File: src/rtl/core/eaft_pkg.sv
// Shared types, constants and the arctangent table of the arc fan tessellator.
// No dependencies; used by every module of the block but the checker.
`default_nettype none

package eaft_pkg;

    localparam int unsigned MAX_SEGMENTS_DEF      = 63;
    localparam int unsigned MIN_AUTO_SEGMENTS_DEF = 8;

    localparam int unsigned IN_DATA_W  = 104;
    localparam int unsigned OUT_DATA_W = 88;

    localparam int unsigned CORDIC_STEPS = 18;
    localparam int unsigned XY_W         = 33;
    localparam int unsigned Z_W          = 25;
    localparam int unsigned OFF_W        = 28;
    localparam int unsigned ACC_W        = 27;
    localparam int unsigned DIVIDEND_W   = 28;
    localparam int unsigned DIVISOR_W    = 16;

    localparam int FULL_TURN_FINE    = 23592960;
    localparam int HALF_TURN_FINE    = 11796480;
    localparam int QUARTER_TURN_FINE = 5898240;
    localparam logic signed [16:0] FULL_TURN_IN = 17'sd23040;

    localparam logic signed [XY_W-1:0] X_INIT = 33'sh026DD3B6A;

    typedef struct packed {
        logic [31:0]        fill_colour;
        logic [5:0]         segment_request;
        logic signed [15:0] arc_end;
        logic signed [15:0] arc_start;
        logic [15:0]        rad_y;
        logic [15:0]        rad_x;
    } req_t;

    typedef struct packed {
        logic [5:0]  vn;
        logic        centre;
        logic        last;
        logic [15:0] rx;
        logic [15:0] ry;
        logic [31:0] colour;
    } vtx_meta_t;

    typedef struct packed {
        logic               tri_third;
        logic [5:0]         tri_second;
        logic [5:0]         tri_first;
        logic               tri_valid;
        logic [31:0]        vertex_colour;
        logic signed [16:0] pos_y;
        logic signed [16:0] pos_x;
        logic [5:0]         vertex_number;
    } vtx_out_t;

    function automatic logic signed [Z_W-1:0] arc_angle(input int unsigned i);
        logic signed [Z_W-1:0] r;
        case (i)
            0:       r = 25'sd2949120;
            1:       r = 25'sd1740967;
            2:       r = 25'sd919879;
            3:       r = 25'sd466945;
            4:       r = 25'sd234379;
            5:       r = 25'sd117302;
            6:       r = 25'sd58665;
            7:       r = 25'sd29335;
            8:       r = 25'sd14668;
            9:       r = 25'sd7334;
            10:      r = 25'sd3667;
            11:      r = 25'sd1833;
            12:      r = 25'sd917;
            13:      r = 25'sd458;
            14:      r = 25'sd229;
            15:      r = 25'sd115;
            16:      r = 25'sd57;
            17:      r = 25'sd29;
            default: r = '0;
        endcase
        return r;
    endfunction

endpackage

`default_nettype wire

File: src/rtl/core/eaft_scale.sv
// Output end: round and clamp sine and cosine, scale by the radii, register the beat.
// Depends on eaft_pkg.
`default_nettype none

module eaft_scale (
    input  wire logic                        aclk,
    input  wire logic                        aresetn,
    output logic                             pipe_en,
    input  wire logic                        in_valid,
    input  wire eaft_pkg::vtx_meta_t         in_meta,
    input  wire logic signed [eaft_pkg::XY_W-1:0] in_x,
    input  wire logic signed [eaft_pkg::XY_W-1:0] in_y,
    input  wire logic                        in_neg,
    output logic                             m_valid,
    input  wire logic                        m_ready,
    output eaft_pkg::vtx_out_t               m_data,
    output logic                             m_last
);
    import eaft_pkg::*;

    logic               r_valid_reg;
    vtx_meta_t          r_meta_reg;
    logic signed [17:0] r_c_reg;
    logic signed [17:0] r_s_reg;
    logic               p_valid_reg;
    vtx_meta_t          p_meta_reg;
    logic signed [34:0] p_x_reg;
    logic signed [34:0] p_y_reg;
    logic               o_valid_reg;
    vtx_out_t           o_data_reg;
    logic               o_last_reg;

    logic signed [17:0] c_q16;
    logic signed [17:0] s_q16;
    logic [16:0]        mx;
    logic [16:0]        my;
    logic signed [16:0] px;
    logic signed [16:0] py;
    vtx_out_t           o_data_next;

    function automatic logic signed [17:0] round_q16(input logic signed [XY_W-1:0] v);
        logic signed [XY_W-1:0] t;
        logic signed [17:0]     r;
        t = (v + XY_W'(8192)) >>> 14;
        if (t > XY_W'(65536))
            r = 18'sd65536;
        else if (t < -XY_W'(65536))
            r = -18'sd65536;
        else
            r = t[17:0];
        return r;
    endfunction

    function automatic logic [16:0] round_mag(input logic signed [34:0] p);
        logic [34:0] m;
        m = p[34] ? 35'(-p) : 35'(p);
        m = m + 35'd32768;
        return m[32:16];
    endfunction

    assign pipe_en = !o_valid_reg || m_ready;

    assign c_q16 = in_neg ? -round_q16(in_x) : round_q16(in_x);
    assign s_q16 = in_neg ? -round_q16(in_y) : round_q16(in_y);

    assign mx = round_mag(p_x_reg);
    assign my = round_mag(p_y_reg);
    assign px = p_x_reg[34] ? -$signed(mx) : $signed(mx);
    assign py = p_y_reg[34] ? $signed(my) : -$signed(my);

    always_comb begin
        o_data_next.vertex_number = p_meta_reg.vn;
        o_data_next.vertex_colour = p_meta_reg.colour;
        o_data_next.pos_x         = p_meta_reg.centre ? '0 : px;
        o_data_next.pos_y         = p_meta_reg.centre ? '0 : py;
        o_data_next.tri_valid     = (p_meta_reg.vn >= 6'd2);
        o_data_next.tri_first     = (p_meta_reg.vn >= 6'd2) ? p_meta_reg.vn : '0;
        o_data_next.tri_second    = (p_meta_reg.vn >= 6'd2) ? (p_meta_reg.vn - 6'd1) : '0;
        o_data_next.tri_third     = 1'b0;
    end

    always_ff @(posedge aclk) begin
        if (!aresetn) begin
            r_valid_reg <= 1'b0;
            p_valid_reg <= 1'b0;
            o_valid_reg <= 1'b0;
        end else if (pipe_en) begin
            r_valid_reg <= in_valid;
            r_meta_reg  <= in_meta;
            r_c_reg     <= c_q16;
            r_s_reg     <= s_q16;
            p_valid_reg <= r_valid_reg;
            p_meta_reg  <= r_meta_reg;
            p_x_reg     <= $signed({1'b0, r_meta_reg.rx}) * r_c_reg;
            p_y_reg     <= $signed({1'b0, r_meta_reg.ry}) * r_s_reg;
            o_valid_reg <= p_valid_reg;
            o_data_reg  <= o_data_next;
            o_last_reg  <= p_meta_reg.last;
        end
    end

    assign m_valid = o_valid_reg;
    assign m_data  = o_data_reg;
    assign m_last  = o_last_reg;

endmodule

`default_nettype wire

File: config.mk
export PLATFORM = sky130hd
export DESIGN_NAME = eaft_scale
export DESIGN_NICKNAME = d
export VERILOG_FILES = /design/src/rtl/core/eaft_pkg.sv /design/src/rtl/core/eaft_scale.sv
export SDC_FILE = /design/constraint.sdc
export NUM_CORES = 2
export LEC_CHECK = 0
export BUFFER_PORTS_ARGS = -buffer_cell sky130_fd_sc_hd__clkbuf_2
export CAP_MARGIN = 20
export CORE_UTILIZATION = 60
export CTS_BUF_LIST = sky130_fd_sc_hd__clkbuf_4
export CTS_CLUSTER_SIZE = 14
export DETAILED_ROUTE_END_ITERATION = 12
export GPL_TIMING_DRIVEN = 0
export PLACE_DENSITY = 0.75
export SYNTH_ARGS = -nofsm -noshare
export SYNTH_HDL_FRONTEND = slang
export SYNTH_SLANG_ARGS = --single-unit
File: constraint.sdc
create_clock -name aclk -period 19.35 [get_ports aclk]
set_clock_uncertainty 0.2 [all_clocks]
set_input_delay 0.9675 -clock aclk [delete_from_list [all_inputs] [get_ports aclk]]
set_output_delay 0.9675 -clock aclk [all_outputs]
set_load 0.05 [all_outputs]
Word level (Yosys, flattened, before mapping)
Index checks and enable logic that the tools add are counted.
- register bits after elaboration: 307
- bits in latches: 0
- bits in writable memories: 0
- bits in read-only memories: 0
- bits of input ports: 143
- output and inout bits: 89
- word-level logic and storage cells: 56
- memories kept: 0
- add/subtract/negate cells: 11
- multipliers: 2
- div/mod/pow operators: 0
- order comparisons: 5
- equality and inequality tests: 0
- shift-type cells: 0
- muxes and demuxes: 10
- bitwise operators: 0
- reduce and logical (&&, ||, !) cells: 3
- operator list (kind ; count):
    2-to-1 mux 18 bit ; 6
    multiplier 17 x 18 -> 35 bit ; 2
    adder 33 x 15 -> 33 bit, second input constant ; 2
    adder 33 x 16 -> 33 bit, second input constant ; 2
    2-to-1 mux 33 bit ; 2
    negation 33 bit ; 2
    > comparator 19 x 18 -> 1 bit, second input constant ; 2
    less-than comparator 19 x 17 -> 1 bit, second input constant ; 2
    negation 18 bit ; 2
    2-to-1 mux 17 bit ; 2
    negation 17 bit ; 2
    greater-or-equal comparator 6 x 2 -> 1 bit, second input constant ; 1
    subtractor 6 x 1 -> 6 bit, second input constant ; 1
    AND reduction 2 bit ; 1
    logical NOT 1 bit ; 1
    logical OR 1 bit ; 1

Logic depth before layout (Yosys ltp)
- word-level depth: 6
- gate-level depth with buffers: 25
- depth with buffers taken out: 24

Worst setup path after synthesis
OpenSTA, ideal clock, no wires.
- kind: input to register
- start point: in m_ready
- end point: reg o_data_reg (netlist bit m_data[0]), enable pin
- library setup time: 0.701 ns
- arrival time: 8.546 ns
- path slack: 9.903 ns
- stages: 3
- path through: nand2b_1 clkbuf_1 and2_1
- longest elaborated chain between the ends: 2
- ends and longest elaborated chain (what ; line ; source):
    start: declaration ; eaft_scale.sv:15 ; input wire logic m_ready,
    logical OR 1 bit ; eaft_scale.sv:61 ; assign pipe_en = !o_valid_reg || m_ready;
    via pipe_en ; eaft_scale.sv:8 ; output logic pipe_en,
    AND reduction 2 bit (no line) ; - ;
    end signal: assignment ; eaft_scale.sv:97 ; o_data_reg <= o_data_next;
    end: declaration ; eaft_scale.sv:30 ; vtx_out_t o_data_reg;
The timed path passes the listed nets, and every way through them passes these cells.
A chain may end at the register's enable or synchronous reset.

Worst setup path in the final report
- start point: reg r_meta_reg[58] (netlist bit)
- end point: reg p_x_reg[34] (data pin)
- longest elaborated chain between the ends: 1
- ends and longest elaborated chain (what ; line ; source):
    start: declaration ; eaft_scale.sv:22 ; vtx_meta_t r_meta_reg;
    start signal: assignment ; eaft_scale.sv:89 ; r_meta_reg <= in_meta;
    multiplier 17 x 18 -> 35 bit ; eaft_scale.sv:94 ; p_x_reg <= $signed({1'b0, r_meta_reg.rx}) * r_c_reg;
    end signal: assignment ; eaft_scale.sv:94 ;
    end: declaration ; eaft_scale.sv:27 ; logic signed [34:0] p_x_reg;
No other way between the ends.

==> metrics.cfg <==
[floorplan]
io-pin-count = 232
core_area_um2 = 60700
dieHeight_um = 250
rows = 90
fp.dieArea_um2 = 62700
start_util = 0.610
die_w_um = 250

[yosys]
synth_cells = 3749
yosysWarnings = 0
synth_edf_count = 302
syn_avg_cell_area_um2 = 9.87
ys_seq_area_frac = 0.247
ys_async_sr_fraction = 0
synth_fp_nets = 4666
synthesis.area_um2 = 37000
synth_ff_type = edfxtp_1
ys_ff_latch = 305
synth_cell_types = 101

[critical_path]
cp_common_cell = fa_1
cp_cell_sequence = clkbuf_1 -> clkbuf_1 -> nand2_1 -> fa_1 -> inv_1 -> fa_1 -> fa_1 -> fa_1 -> fa_1 -> inv_1 -> fa_1 -> inv_1 -> ha_1 -> a21oi_1 -> and2_1 -> a31o_2 -> a31oi_1 -> a41oi_1 -> o311ai_0 -> clkbuf_2 -> nand3_1 -> and4_1 -> a311oi_1
crit_fanout = 10
cp_slowest_cell = a311oi_1
cp.required_ns = 19.70
r2r-start = r_meta_reg[58]
critPathKind = reg -> reg
critPathMaxStageDelay_ns = 0.70
startpoint = r_meta_reg[58]
reg2reg_slack_ns = 11.00
crit_path_start_kind = flop
critPathCaptureType = flop
arrival_ns = 8.70

[clock_tree]
ctsHtreeMaxLevel = 3
cts_buffer_depth = 3
cts_sinks = 305
root_buffer = clkbuf_4
numCtsBuffers = 80
clock_latency_ns = 0.88
clkTransAtPathRegs_ns = 0.06
hold_buffers = 5
cts_tree = done
cts_setup_buffers = 0
cts_resized = 0

[grt]
grt_overflow_total = 0
grt_pass1_wl_um = 136000
grt_max_degree = 69
track_usage = 0.274
antenna_found_initial = 2
first_global_vias = 27400

[sta]
finalSetupTns_ns = 0
setup_viol = 0
fmax_mhz = 120
slew_headroom = 0.359
worst_pin_slew_ns = 0.961
timing.final.crit_share = 0.432
hold_viol_final = 0
final_max_slew_viol_count = 0
rsz0062_at_grt = no
period_needed_ns = 8.35

[layout]
largest_register_ffs = 85
layout-drive-gt1-share = 0.0936
nFillCells = 4884
syn_to_final_growth_pct = 8.67
nets = 4949

[route]
route.detailed.drc = 0
drt_first_pass_iters = 7
vias_per_cell = 5.43
drtAntennaViolNets = 0
wl_per_cell_um = 16.7
dr.first_iter.drc_count = 1663
wirelength_um = 81300
dr_total_vias = 26500

[job]
maxCapViolations = 0

[worst_hold_path]
hold_path.class = in -> reg
holdCritStartpoint = in_meta[54]

[outcome]
status = complete, no violations

[placement]
place_congestion = 0.956
io_buffers = 190
dp_hpwl_um = 66500

## cells in the final DEF (no fill, tap or decap), types with 34 or more instances in the layout
| master | Yosys | routed |
|---|---|---|
| inv_1 | 795 | 795 |
| fa_1 | 586 | 586 |
| nand2_1 | 439 | 439 |
| edfxtp_1 | 302 | 302 |
| and2_1 | 255 | 254 |
| clkbuf_2 | 0 | 191 |
| ha_1 | 188 | 188 |
| nor2_1 | 142 | 142 |
| clkbuf_1 | 138 | 138 |
| xnor2_1 | 137 | 137 |
| clkbuf_4 | 0 | 106 |
| a21oi_1 | 91 | 91 |
| o21ai_0 | 73 | 73 |
| xor2_1 | 59 | 59 |
| nand3_1 | 47 | 47 |
| nor3_1 | 46 | 46 |
| nand4_1 | 34 | 34 |
## synth_stat cells (5+ instances only)
cell	instances	area (um^2)
a31oi_1	14	87.6
clkbuf_1	138	518
a21oi_1	91	455
or3_1	13	81.3
a21o_1	19	143
xnor2_1	137	1200
nor2b_1	17	106
nand3b_1	7	52.6
clkbuf_8	10	138
o22ai_1	13	81.3
ha_1	188	2350
nor2_1	142	533
inv_1	795	2980
and2_1	255	1600
o21ai_0	73	365
nor4_1	23	144
nand2_1	439	1650
nor3_1	46	230
o31ai_1	19	143
and4_1	13	114
or4_1	5	37.5
edfxtp_1	302	9070
and3_1	22	138
a41oi_1	5	43.8
o21bai_1	6	45.0
a21boi_0	11	82.6
o311ai_0	5	43.8
a31o_2	5	43.8
nand3_1	47	235
nand2b_1	18	113
a211oi_1	13	97.6
o21a_1	15	113
o41ai_1	13	114
a311oi_1	6	52.6
o211ai_1	8	60.1
nand4_1	34	213
nor3b_1	8	60.1
mux2_2	8	90.1
mux2i_1	11	110
fa_1	586	11700
or2_2	6	37.5
xor2_1	59	517
## worst max-delay path, delay by kind of cell (launching register included)
kind | cells | cell delay (ns)
fa+ha+maj | 7 | 3.47
compound gates | 6 | 2.02
buf+inv | 6 | 1.35
flops | 1 | 0.34
simple gates | 4 | 0.62
## path summary, 6_finish.rpt
| check | depth (start not counted) | to |
|---|---|---|
| setup / recovery | 23 | p_x_reg[34] |
| hold / removal | 1 | r_meta_reg[54] |
| setup reg to reg | 23 | p_x_reg[34] |
| hold reg to reg | 0 | o_data_next[65] |
## stage by stage
step / worst slack [ns] / cells / instance area (um^2) / utilization / hold slack (ns)
floorplan: 9.90 / 3749 / 37000 / - / 0.200
global placement: 7.46 / 4721 / 38900 / 0.642 / 0.200
detailed placement: 10.52 / 4726 / 39100 / 0.643 / 0.205
CTS: 10.52 / 4875 / 40200 / 0.662 / 0.00540
global route: 10.60 / 4879 / 40200 / 0.663 / 0.0176
finish: 11.00 / 4879 / 40200 / 0.663 / 0.0926
## final cells by class
class / instances / area [um^2] / area share
antenna: 3 / 7.51 / 0.000187
clock inverter: 38 / 304 / 0.00756
timing repair buffer: 201 / 1120 / 0.0279
multi-input combinational: 2488 / 24200 / 0.601
buffer: 159 / 719 / 0.0179
tap: 782 / 978 / 0.0243
clock buffer: 106 / 796 / 0.0198
sequential: 305 / 9130 / 0.227
inverter: 797 / 2990 / 0.0744
## routing by layer
metal	vias up	track usage	wire (um)
li1	12500	-	-
met2	911	0.444	37800
met4	0	0.0933	2390
met3	155	0.0571	6470
met5	-	0	0
met1	13000	0.369	34700
## cells by family after synthesis
kind of cell	synth area share
AND/OR/NAND/NOR	0.152
buffers and inverters	0.100
adder cells (fa/ha/maj)	0.381
AO/OA/AOI/OAI	0.0682
flip-flops	0.247
XOR/XNOR	0.0468
multiplexers	0.00582
other	0.000101
Power is left out: the tool's default activity adds up to more than one toggle a clock period on the data nets, which glitch-free logic cannot reach.
