File: src/rtl/core/eaft_pkg.sv
// Shared types, constants and the arctangent table of the arc fan tessellator.
// No dependencies; used by every module of the block but the checker.
`default_nettype none

package eaft_pkg;

    localparam int unsigned MAX_SEGMENTS_DEF      = 63;
    localparam int unsigned MIN_AUTO_SEGMENTS_DEF = 8;

    localparam int unsigned IN_DATA_W  = 104;
    localparam int unsigned OUT_DATA_W = 88;

    localparam int unsigned CORDIC_STEPS = 18;
    localparam int unsigned XY_W         = 33;
    localparam int unsigned Z_W          = 25;
    localparam int unsigned OFF_W        = 28;
    localparam int unsigned ACC_W        = 27;
    localparam int unsigned DIVIDEND_W   = 28;
    localparam int unsigned DIVISOR_W    = 16;

    localparam int FULL_TURN_FINE    = 23592960;
    localparam int HALF_TURN_FINE    = 11796480;
    localparam int QUARTER_TURN_FINE = 5898240;
    localparam logic signed [16:0] FULL_TURN_IN = 17'sd23040;

    localparam logic signed [XY_W-1:0] X_INIT = 33'sh026DD3B6A;

    typedef struct packed {
        logic [31:0]        fill_colour;
        logic [5:0]         segment_request;
        logic signed [15:0] arc_end;
        logic signed [15:0] arc_start;
        logic [15:0]        rad_y;
        logic [15:0]        rad_x;
    } req_t;

    typedef struct packed {
        logic [5:0]  vn;
        logic        centre;
        logic        last;
        logic [15:0] rx;
        logic [15:0] ry;
        logic [31:0] colour;
    } vtx_meta_t;

    typedef struct packed {
        logic               tri_third;
        logic [5:0]         tri_second;
        logic [5:0]         tri_first;
        logic               tri_valid;
        logic [31:0]        vertex_colour;
        logic signed [16:0] pos_y;
        logic signed [16:0] pos_x;
        logic [5:0]         vertex_number;
    } vtx_out_t;

    function automatic logic signed [Z_W-1:0] arc_angle(input int unsigned i);
        logic signed [Z_W-1:0] r;
        case (i)
            0:       r = 25'sd2949120;
            1:       r = 25'sd1740967;
            2:       r = 25'sd919879;
            3:       r = 25'sd466945;
            4:       r = 25'sd234379;
            5:       r = 25'sd117302;
            6:       r = 25'sd58665;
            7:       r = 25'sd29335;
            8:       r = 25'sd14668;
            9:       r = 25'sd7334;
            10:      r = 25'sd3667;
            11:      r = 25'sd1833;
            12:      r = 25'sd917;
            13:      r = 25'sd458;
            14:      r = 25'sd229;
            15:      r = 25'sd115;
            16:      r = 25'sd57;
            17:      r = 25'sd29;
            default: r = '0;
        endcase
        return r;
    endfunction

endpackage

`default_nettype wire

File: src/rtl/core/eaft_div.sv
// Restoring serial divider, one quotient bit per cycle.
// Depends on eaft_pkg for default widths.
`default_nettype none

module eaft_div #(
    parameter int unsigned DW  = eaft_pkg::DIVIDEND_W,
    parameter int unsigned DSW = eaft_pkg::DIVISOR_W
) (
    input  wire logic           aclk,
    input  wire logic           aresetn,
    input  wire logic           start,
    input  wire logic [DW-1:0]  dividend,
    input  wire logic [DSW-1:0] divisor,
    output logic                done,
    output logic [DW-1:0]       quotient,
    output logic [DSW-1:0]      remainder
);
    localparam int unsigned IT_W = (DW > 1) ? $clog2(DW) : 1;

    logic            busy_reg;
    logic            done_reg;
    logic [IT_W-1:0] it_reg;
    logic [DW-1:0]   dvd_reg;
    logic [DSW-1:0]  div_reg;
    logic [DSW-1:0]  rem_reg;
    logic [DSW:0]    trial;
    logic            ge;
    logic [DSW:0]    rem_next;

    assign trial    = {rem_reg, dvd_reg[DW-1]};
    assign ge       = trial >= {1'b0, div_reg};
    assign rem_next = ge ? (trial - {1'b0, div_reg}) : trial;

    always_ff @(posedge aclk) begin
        if (!aresetn) begin
            busy_reg <= 1'b0;
            done_reg <= 1'b0;
            it_reg   <= '0;
        end else begin
            done_reg <= 1'b0;
            if (start) begin
                busy_reg <= 1'b1;
                it_reg   <= '0;
                dvd_reg  <= dividend;
                div_reg  <= divisor;
                rem_reg  <= '0;
            end else if (busy_reg) begin
                rem_reg <= rem_next[DSW-1:0];
                dvd_reg <= {dvd_reg[DW-2:0], ge};
                it_reg  <= it_reg + 1'b1;
                if (it_reg == IT_W'(DW - 1)) begin
                    busy_reg <= 1'b0;
                    done_reg <= 1'b1;
                end
            end
        end
    end

    assign done      = done_reg;
    assign quotient  = dvd_reg;
    assign remainder = rem_reg;

endmodule

`default_nettype wire

File: src/rtl/core/eaft_seq.sv
// Request sequencer: point count, angle step and vertex issue.
// Depends on eaft_pkg and eaft_div.
`default_nettype none

module eaft_seq #(
    parameter int unsigned MAX_SEGMENTS      = eaft_pkg::MAX_SEGMENTS_DEF,
    parameter int unsigned MIN_AUTO_SEGMENTS = eaft_pkg::MIN_AUTO_SEGMENTS_DEF
) (
    input  wire logic                      aclk,
    input  wire logic                      aresetn,
    input  wire logic                      s_tvalid,
    output logic                           s_tready,
    input  wire eaft_pkg::req_t            req,
    input  wire logic                      pipe_en,
    output logic                           issue_valid,
    output eaft_pkg::vtx_meta_t            issue_meta,
    output logic signed [15:0]             issue_start,
    output logic signed [eaft_pkg::OFF_W-1:0] issue_offset
);
    import eaft_pkg::*;

    // count scaling: prod / 23040 = (prod >> 9) / 45, via reciprocal 2913 / 2^17
    localparam int unsigned CNT_SAT_PROD = 64 * 23040;
    localparam int unsigned RECIP_45     = 2913;

    typedef enum logic [2:0] {
        ST_IDLE, ST_SETUP, ST_CNT_DIV, ST_STEP_START, ST_STEP_DIV, ST_CENTRE, ST_EMIT
    } state_t;

    state_t                   state_reg;
    req_t                     req_reg;
    logic signed [16:0]       sweep_reg;
    logic [5:0]               cnt_reg;
    logic [ACC_W-1:0]         qm_reg;
    logic [5:0]               rm_reg;
    logic [ACC_W-1:0]         q_acc_reg;
    logic [5:0]               r_acc_reg;
    logic [5:0]               idx_reg;
    logic                     div_start_reg;
    logic [DIVIDEND_W-1:0]    dividend_reg;
    logic [DIVISOR_W-1:0]     divisor_reg;
    logic                     issue_valid_reg;
    vtx_meta_t                issue_meta_reg;
    logic signed [15:0]       issue_start_reg;
    logic signed [OFF_W-1:0]  issue_offset_reg;

    logic                     div_done;
    logic [DIVIDEND_W-1:0]    div_quot;
    logic [DIVISOR_W-1:0]     div_rem;

    logic [11:0]              rmax;
    logic [DIVIDEND_W-1:0]    cnt_prod;
    logic [22:0]              recip_prod;
    logic [6:0]               cnt_quot;
    logic [15:0]              sweep_abs;
    logic [5:0]               den;
    logic [6:0]               r_sum;
    logic [5:0]               explicit_cnt;

    function automatic logic [5:0] clamp_auto(input logic [DIVIDEND_W-1:0] v);
        logic [5:0] r;
        if (v > DIVIDEND_W'(MAX_SEGMENTS))
            r = 6'(MAX_SEGMENTS);
        else
            r = v[5:0];
        if (v < DIVIDEND_W'(MIN_AUTO_SEGMENTS))
            r = (MIN_AUTO_SEGMENTS > MAX_SEGMENTS) ? 6'(MAX_SEGMENTS)
                                                    : 6'(MIN_AUTO_SEGMENTS);
        return r;
    endfunction

    eaft_div #(.DW(DIVIDEND_W), .DSW(DIVISOR_W)) u_div (
        .aclk      (aclk),
        .aresetn   (aresetn),
        .start     (div_start_reg),
        .dividend  (dividend_reg),
        .divisor   (divisor_reg),
        .done      (div_done),
        .quotient  (div_quot),
        .remainder (div_rem)
    );

    assign rmax      = (req_reg.rad_x > req_reg.rad_y) ? req_reg.rad_x[15:4]
                                                       : req_reg.rad_y[15:4];
    assign cnt_prod  = DIVIDEND_W'(rmax) * DIVIDEND_W'(sweep_reg[15:0]);
    assign recip_prod = 23'(dividend_reg[20:9]) * 23'(RECIP_45);
    assign cnt_quot  = (dividend_reg >= DIVIDEND_W'(CNT_SAT_PROD)) ? 7'd64
                                                                   : {1'b0, recip_prod[22:17]};
    assign sweep_abs = sweep_reg[16] ? 16'(-sweep_reg) : sweep_reg[15:0];
    assign den       = cnt_reg - 6'd1;
    assign r_sum     = {1'b0, r_acc_reg} + {1'b0, rm_reg};
    assign explicit_cnt = (req_reg.segment_request < 6'd2) ? 6'd2 :
                          (req_reg.segment_request > 6'(MAX_SEGMENTS)) ? 6'(MAX_SEGMENTS) :
                          req_reg.segment_request;

    always_ff @(posedge aclk) begin
        if (!aresetn) begin
            state_reg       <= ST_IDLE;
            div_start_reg   <= 1'b0;
            issue_valid_reg <= 1'b0;
        end else begin
            div_start_reg <= 1'b0;
            if (pipe_en)
                issue_valid_reg <= 1'b0;
            case (state_reg)
                ST_IDLE: begin
                    if (s_tvalid) begin
                        req_reg   <= req;
                        sweep_reg <= 17'(req.arc_end) - 17'(req.arc_start);
                        state_reg <= ST_SETUP;
                    end
                end
                ST_SETUP: begin
                    if (req_reg.segment_request != 6'd0) begin
                        cnt_reg   <= explicit_cnt;
                        state_reg <= ST_STEP_START;
                    end else if (sweep_reg == FULL_TURN_IN) begin
                        cnt_reg   <= clamp_auto(DIVIDEND_W'(rmax));
                        state_reg <= ST_STEP_START;
                    end else if (sweep_reg <= 17'sd0) begin
                        cnt_reg   <= clamp_auto('0);
                        state_reg <= ST_STEP_START;
                    end else begin
                        dividend_reg  <= cnt_prod;
                        state_reg     <= ST_CNT_DIV;
                    end
                end
                ST_CNT_DIV: begin
                    cnt_reg   <= clamp_auto(DIVIDEND_W'(cnt_quot));
                    state_reg <= ST_STEP_START;
                end
                ST_STEP_START: begin
                    div_start_reg <= 1'b1;
                    dividend_reg  <= {2'b00, sweep_abs, 10'd0};
                    divisor_reg   <= DIVISOR_W'(den);
                    state_reg     <= ST_STEP_DIV;
                end
                ST_STEP_DIV: begin
                    if (div_done) begin
                        qm_reg    <= div_quot[ACC_W-1:0];
                        rm_reg    <= div_rem[5:0];
                        q_acc_reg <= '0;
                        r_acc_reg <= den >> 1;
                        idx_reg   <= '0;
                        state_reg <= ST_CENTRE;
                    end
                end
                ST_CENTRE: begin
                    if (pipe_en) begin
                        issue_valid_reg         <= 1'b1;
                        issue_meta_reg.vn       <= '0;
                        issue_meta_reg.centre   <= 1'b1;
                        issue_meta_reg.last     <= 1'b0;
                        issue_meta_reg.rx       <= req_reg.rad_x;
                        issue_meta_reg.ry       <= req_reg.rad_y;
                        issue_meta_reg.colour   <= req_reg.fill_colour;
                        issue_start_reg         <= req_reg.arc_start;
                        issue_offset_reg        <= '0;
                        state_reg               <= ST_EMIT;
                    end
                end
                ST_EMIT: begin
                    if (pipe_en) begin
                        issue_valid_reg       <= 1'b1;
                        issue_meta_reg.vn     <= idx_reg + 6'd1;
                        issue_meta_reg.centre <= 1'b0;
                        issue_meta_reg.last   <= (idx_reg == den);
                        issue_offset_reg      <= sweep_reg[16] ? -OFF_W'(q_acc_reg)
                                                               : OFF_W'(q_acc_reg);
                        if (r_sum >= {1'b0, den}) begin
                            r_acc_reg <= 6'(r_sum - {1'b0, den});
                            q_acc_reg <= q_acc_reg + qm_reg + 1'b1;
                        end else begin
                            r_acc_reg <= r_sum[5:0];
                            q_acc_reg <= q_acc_reg + qm_reg;
                        end
                        idx_reg <= idx_reg + 6'd1;
                        if (idx_reg == den)
                            state_reg <= ST_IDLE;
                    end
                end
                default: state_reg <= ST_IDLE;
            endcase
        end
    end

    assign s_tready     = (state_reg == ST_IDLE);
    assign issue_valid  = issue_valid_reg;
    assign issue_meta   = issue_meta_reg;
    assign issue_start  = issue_start_reg;
    assign issue_offset = issue_offset_reg;

endmodule

`default_nettype wire

File: config.mk
export PLATFORM = sky130hd
export DESIGN_NAME = eaft_seq
export DESIGN_NICKNAME = d
export VERILOG_FILES = /design/src/rtl/core/eaft_pkg.sv /design/src/rtl/core/eaft_div.sv /design/src/rtl/core/eaft_seq.sv
export SDC_FILE = /design/constraint.sdc
export NUM_CORES = 1
export LEC_CHECK = 0
export BUFFER_PORTS_ARGS = -buffer_cell sky130_fd_sc_hd__buf_4
export CORE_MARGIN = 2
export CORE_UTILIZATION = 58
export DETAILED_ROUTE_END_ITERATION = 10
export GPL_ROUTABILITY_DRIVEN = 0
export PLACE_DENSITY = 0.78
export SYNTH_ARGS = -nofsm -noshare
export SYNTH_HDL_FRONTEND = slang
export SYNTH_SLANG_ARGS = --single-unit
File: constraint.sdc
create_clock -name aclk -period 22.7 [get_ports aclk]
set_input_delay 3.405 -clock aclk [delete_from_list [all_inputs] [get_ports aclk]]
set_output_delay 3.405 -clock aclk [all_outputs]
set_load 0.01 [all_outputs]
### Word level (Yosys, flattened, before mapping)

Index checks and enable logic that the tools add are counted.

* bits in registers: 393
* input port bits: 106
* output and inout bits: 118
* word-level logic and storage cells: 152

* add/sub/neg operators: 11
* multiply operators: 2
* order comparisons: 11
* equal/unequal tests: 18
* mux-type cells: 56
* bitwise logic cells: 2
* reductions and logical operators: 21

Operator list (count)
* 28-bit 2-to-1 mux: 8
* 28-bit one-hot mux with 2 select lines: 2
* 6-bit 2-to-1 mux: 14
* 27-bit 2-to-1 mux: 3
* 72-bit 2-to-1 mux: 1
* 27-bit one-hot mux with 2 select lines: 1
* 16-bit 2-to-1 mux: 3
* 6-bit one-hot mux with 2 select lines: 3
* 28-bit by 21-bit >= comparator with 1-bit output, second input constant: 1
* 12-bit by 16-bit multiplier with 28-bit output: 1
* 27-bit negation with 28-bit output: 1
* 27-bit by 1-bit adder with 27-bit output, second input constant: 1
* 27-bit adder: 1
* 12-bit by 12-bit multiplier with 23-bit output, second input constant: 1
* 3-bit one-hot mux with 7 select lines: 1
* 17-bit by 16-bit equality test with 1-bit output, second input constant: 1
* 17-bit by 6-bit >= comparator with 1-bit output: 1
* 17-bit by 1-bit <= comparator with 1-bit output, second input constant: 1
* 16-bit by 16-bit subtractor with 17-bit output: 1
* 16-bit > comparator: 1
* 16-bit negation: 1
* 8-bit one-hot mux with 2 select lines: 1
* 16-bit by 6-bit subtractor with 16-bit output: 1
* 3-bit 2-to-1 mux: 5
* other kinds (34): 66

### Depth between registers and ports, before layout

* depth after elaboration: 8
* mapped depth: 35
* mapped depth without buffers: 32

### Cells and area by module

A second synthesis with hierarchy kept.

* cell total of the unflattened synthesis: 2548
* area, all modules: 27864.2 µm²

Modules (own cells, without submodules)
* eaft_seq: instances 1, cells each 2237, area each 24225.7 µm², seq. area each 10039.6 µm²
* eaft_div: instances 1, cells each 311, area each 3638.5 µm², seq. area each 1941.9 µm²

### Worst setup path before layout

Ideal clock, no wire load.

* path type: input to register
* start: input aresetn
* end: register issue_meta_reg (netlist bit issue_meta[64]), enable pin
* library setup time: 0.380 ns
* arrival time: 8.032 ns
* slack: 14.288 ns
* stages on the path: 4
* cells stage by stage: clkbuf_1 nand3_1 nor2_1 a31o_2

* cells in the longest elaborated chain, start to end: 1

Ends and longest elaborated chain
* start: declaration: line eaft_seq.sv:10 `input wire logic aresetn,`
* 4-bit AND reduction (no source line)
* end: declaration: line eaft_seq.sv:43 `vtx_meta_t issue_meta_reg;`

No other way between the ends.
A chain may end at the register's enable or synchronous reset.

### Worst setup path after layout

* start: register req_reg[7] (netlist bit)
* end: register dividend_reg[27], data pin

* cells in the longest elaborated chain, start to end: 7

Ends and longest elaborated chain
* start: declaration: line eaft_seq.sv:31 `req_t req_reg;`
* start signal: assignment: line eaft_seq.sv:108 `req_reg <= req;`
* 16-bit > comparator: line eaft_seq.sv:83 `assign rmax = (req_reg.rad_x > req_reg.rad_y) ? req_reg.rad_x[15:4]`
* 12-bit 2-to-1 mux *: line eaft_seq.sv:83
* 12-bit by 16-bit multiplier with 28-bit output *: line eaft_seq.sv:85 `assign cnt_prod = DIVIDEND_W'(rmax) * DIVIDEND_W'(sweep_reg[15:0]);`
* 28-bit 2-to-1 mux *: line eaft_seq.sv:120 `end else if (sweep_reg <= 17'sd0) begin`
* 28-bit 2-to-1 mux *: line eaft_seq.sv:117 `end else if (sweep_reg == FULL_TURN_IN) begin`
* 28-bit 2-to-1 mux *: line eaft_seq.sv:114 `if (req_reg.segment_request != 6'd0) begin`
* 28-bit one-hot mux with 2 select lines *: line eaft_seq.sv:105 `case (state_reg)`
* end signal: assignment: line eaft_seq.sv:124 `dividend_reg <= cnt_prod;`
* end signal: assignment: line eaft_seq.sv:134 `dividend_reg <= {2'b00, sweep_abs, 10'd0};`
* end: declaration: line eaft_seq.sv:40 `logic [DIVIDEND_W-1:0] dividend_reg;`

Every way passes the cells marked *; elsewhere a longest branch is shown, timed or not. The select of a mux whose other input is x is not followed.

==> results.py <==
metrics = {
    "yosys": {
        "synth_top_area_share_pct": 43.0,
        "ys_top_cells_by_count": "edfxtp_1, inv_1, nand2_1",
        "yosysMostFrequentCell": "edfxtp_1",
        "syn_nets": 2883,
        "synth_edf_count": 381,
        "ys.flop_type": "edfxtp_1",
        "synth_cells": 2389,
        "synthTopCellsByArea": "edfxtp_1, fa_1, ha_1, inv_1, nand2_1",
        "yosys_warnings": 0,
        "seq_area_frac_synth_pct": 43.9,
        "async_reset_ff_share_pct": 0,
        "synth-seq-cells": 393,
        "yosysTopAreaCell": "edfxtp_1",
        "ys_types": 76,
        "syn_area_per_cell_sq_um": 11.1,
        "synth.cell_area_sq_um": 26600,
    },
    "outcome": {
        "status": "completed",
    },
    "floorplan": {
        "io_pins": 224,
        "initial_core_util_pct": 58.7,
        "coreArea_sq_um": 45400,
        "row_count": 78,
        "fp.dieArea_sq_um": 47600,
        "fp.dieH_um": 218,
        "die_x_um": 218,
    },
    "sta": {
        "min_period_ns": 8.72,
        "final.setup.tns_ns": 0,
        "slew_headroom_pct": 17.9,
        "setup_viol": 0,
        "period_share_pct": 38.4,
        "drv_slew": 0,
        "timing.fmax_ghz": 0.115,
        "rsz0062_at_grt": "no",
        "finalClockSkew_ns": 0.0240,
        "worst_pin_slew_ns": 1.23,
        "finalHoldViolations": 0,
    },
    "worst_setup_path": {
        "arrival_ns": 9.01,
        "r2r_setup_slack_ns": 13.98,
        "start_kind": "register",
        "rr_endpoint": "dividend_reg[27]",
        "worstSetupPathType": "register to register",
        "worstPathRequired_ns": 22.99,
        "crit_path_end_kind": "register",
        "worstPathMaxFanout": 26,
        "reg2reg_from": "req_reg[7]",
        "ff2ff_path_depth": 25,
    },
    "hold_path": {
        "hold_depth": 0,
        "hold_path_class": "register to register",
        "holdPathEnd": "issue_start[7]",
        "hold_start": "req_reg[39]",
    },
    "global_routing": {
        "grt_pass1_vias": 18925,
        "grt_max_degree": 72,
        "grt_usage_pct": 24.0,
        "grt_pass1_wl_mm": 91.4,
        "gr-total-overflow": 0,
        "antenna_found_initial": 0,
    },
    "final_layout": {
        "antennaDiodeCount": 0,
        "largest_reg_flops": 86,
        "nets": 3095,
        "drive_above_1_share_pct": 13.6,
        "area_growth_pct": 13.7,
    },
    "routing": {
        "wl_per_cell_um": 17.3,
        "dr.pass1.iters": 5,
        "via_per_inst": 5.59,
        "drc": 0,
        "drtAntennaViolNets": 0,
        "drt-initial-drc-count": 1169,
        "route.vias.total": 18065,
        "finalWirelength_mm": 55.8,
    },
    "clock_tree": {
        "clkTransAtPathRegs_ns": 0.07,
        "cts_setup_buffers": 0,
        "clk_latency_ns": 0.58,
        "cts_root_buf": "clkbuf_16",
        "ctsResizeCount": 0,
        "cts_tree": "done",
        "cts_hold_buf": 0,
        "numCtsBuffers": 42,
        "h-tree-depth": 2,
        "clock_sinks": 393,
        "clockBufferDepth": 3,
    },
    "placed_design": {
        "dpl.hpwl_mm": 42.3,
        "port_buffers": 223,
    },
    "job": {
        "max_cap_viol_count": 0,
    },
}
## metal layers
| layer | part of all wire [%] | vias up | GRT usage (%) |
|---|---|---|---|
| met5 | 0 | - | 0 |
| met4 | 3.4 | 0 | 9.27 |
| met3 | 5.8 | 131 | 3.80 |
| met2 | 51 | 545 | 44.0 |
| met1 | 39 | 8770 | 28.2 |
| li1 | - | 8619 | - |
## placed cells by master (no fill, tap or decap), types with 13 or more instances in the layout
cell	n
edfxtp_1	381
ha_1	213
o31ai_1	15
xnor2_1	80
nor2_1	161
a211oi_1	15
nor2b_1	18
and3_1	15
xor2_1	72
a21oi_1	93
nand3_1	22
nand2_1	234
inv_1	329
clkbuf_1	13
nand4_1	19
nor3_1	31
nor4_1	13
fa_1	175
a21o_1	41
mux2_2	32
o21ai_0	74
buf_4	240
and2_1	77
or3_1	19
o21a_1	14
clkbuf_16	43
## area by class of cell
| type | count | area, sq um |
|---|---|---|
| clock buffers | 57 | 1140 |
| multi-input cells | 1594 | 13500 |
| fillers | 3265 | 15100 |
| flip-flops and latches | 393 | 11700 |
| repair buffers | 240 | 1800 |
| clock inverters | 18 | 206 |
| well taps | 600 | 751 |
| inverters | 330 | 1240 |
## logic make-up (layout without fill, tap and decap cells)
| kind of cell | after synthesis | in the layout | synth area share [%] |
|---|---|---|---|
| AO/OA/AOI/OAI | 346 | 346 | 8.48 |
| XOR/XNOR | 153 | 153 | 5.10 |
| adder cells (fa/ha/maj) | 388 | 388 | 23.2 |
| buffers and inverters | 402 | 645 | 5.71 |
| flip-flops | 393 | 393 | 43.9 |
| multiplexers | 42 | 42 | 1.73 |
| AND/OR/NAND/NOR | 665 | 665 | 12.0 |
## critical path, cell delays in order, from the launching register on
cell and delay, ns:
edfxtp_1 0.44, ha_1 0.33, nand4_1 0.14, or3_1 0.43, o221ai_1 0.22, o21a_1 0.79, mux2_2 0.54, nand2_1 0.15
fa_1 0.60, fa_1 0.45, fa_1 0.51, inv_1 0.06, fa_1 0.53, inv_1 0.05, fa_1 0.52, inv_1 0.04
ha_1 0.34, a211o_1 0.28, a211oi_1 0.43, nor2_1 0.17, a41oi_1 0.33, a311oi_1 0.22, a2111o_1 0.45, a31oi_1 0.21
xnor2_1 0.15, nor2_1 0.05
## how the worst max path moves through the flow
| stage | endpoint | start | depth (start not counted) | slack, ns |
|---|---|---|---|---|
| 4_1_cts | dividend_reg[27] | req_reg[13] | 25 | 14.11 |
| 3_5_place_dp | dividend_reg[27] | req_reg[13] | 25 | 14.16 |
| 5_1_grt | dividend_reg[27] | req_reg[10] | 25 | 13.64 |
| 2_1_floorplan | issue_meta[64] | aresetn | 4 | 14.29 |
| 3_3_place_gp | dividend_reg[27] | req_reg[10] | 25 | 14.48 |
| 6_report | dividend_reg[27] | req_reg[7] | 25 | 13.98 |
## per-stage QoR
stage	util, %	setup WS (ns)	cells	cell area, sq um	hold WS [ns]
floorplan	-	14.29	2389	26600	0.400
global placement	63.7	14.48	3157	28900	0.401
detailed placement	63.7	14.16	3157	28900	0.405
CTS	66.7	14.11	3232	30300	0.408
global route	66.7	13.64	3232	30300	0.420
finish	66.7	13.98	3232	30300	0.407
Power is left out: the tool's default activity adds up to more than one toggle a clock period on the data nets, which glitch-free logic cannot reach.
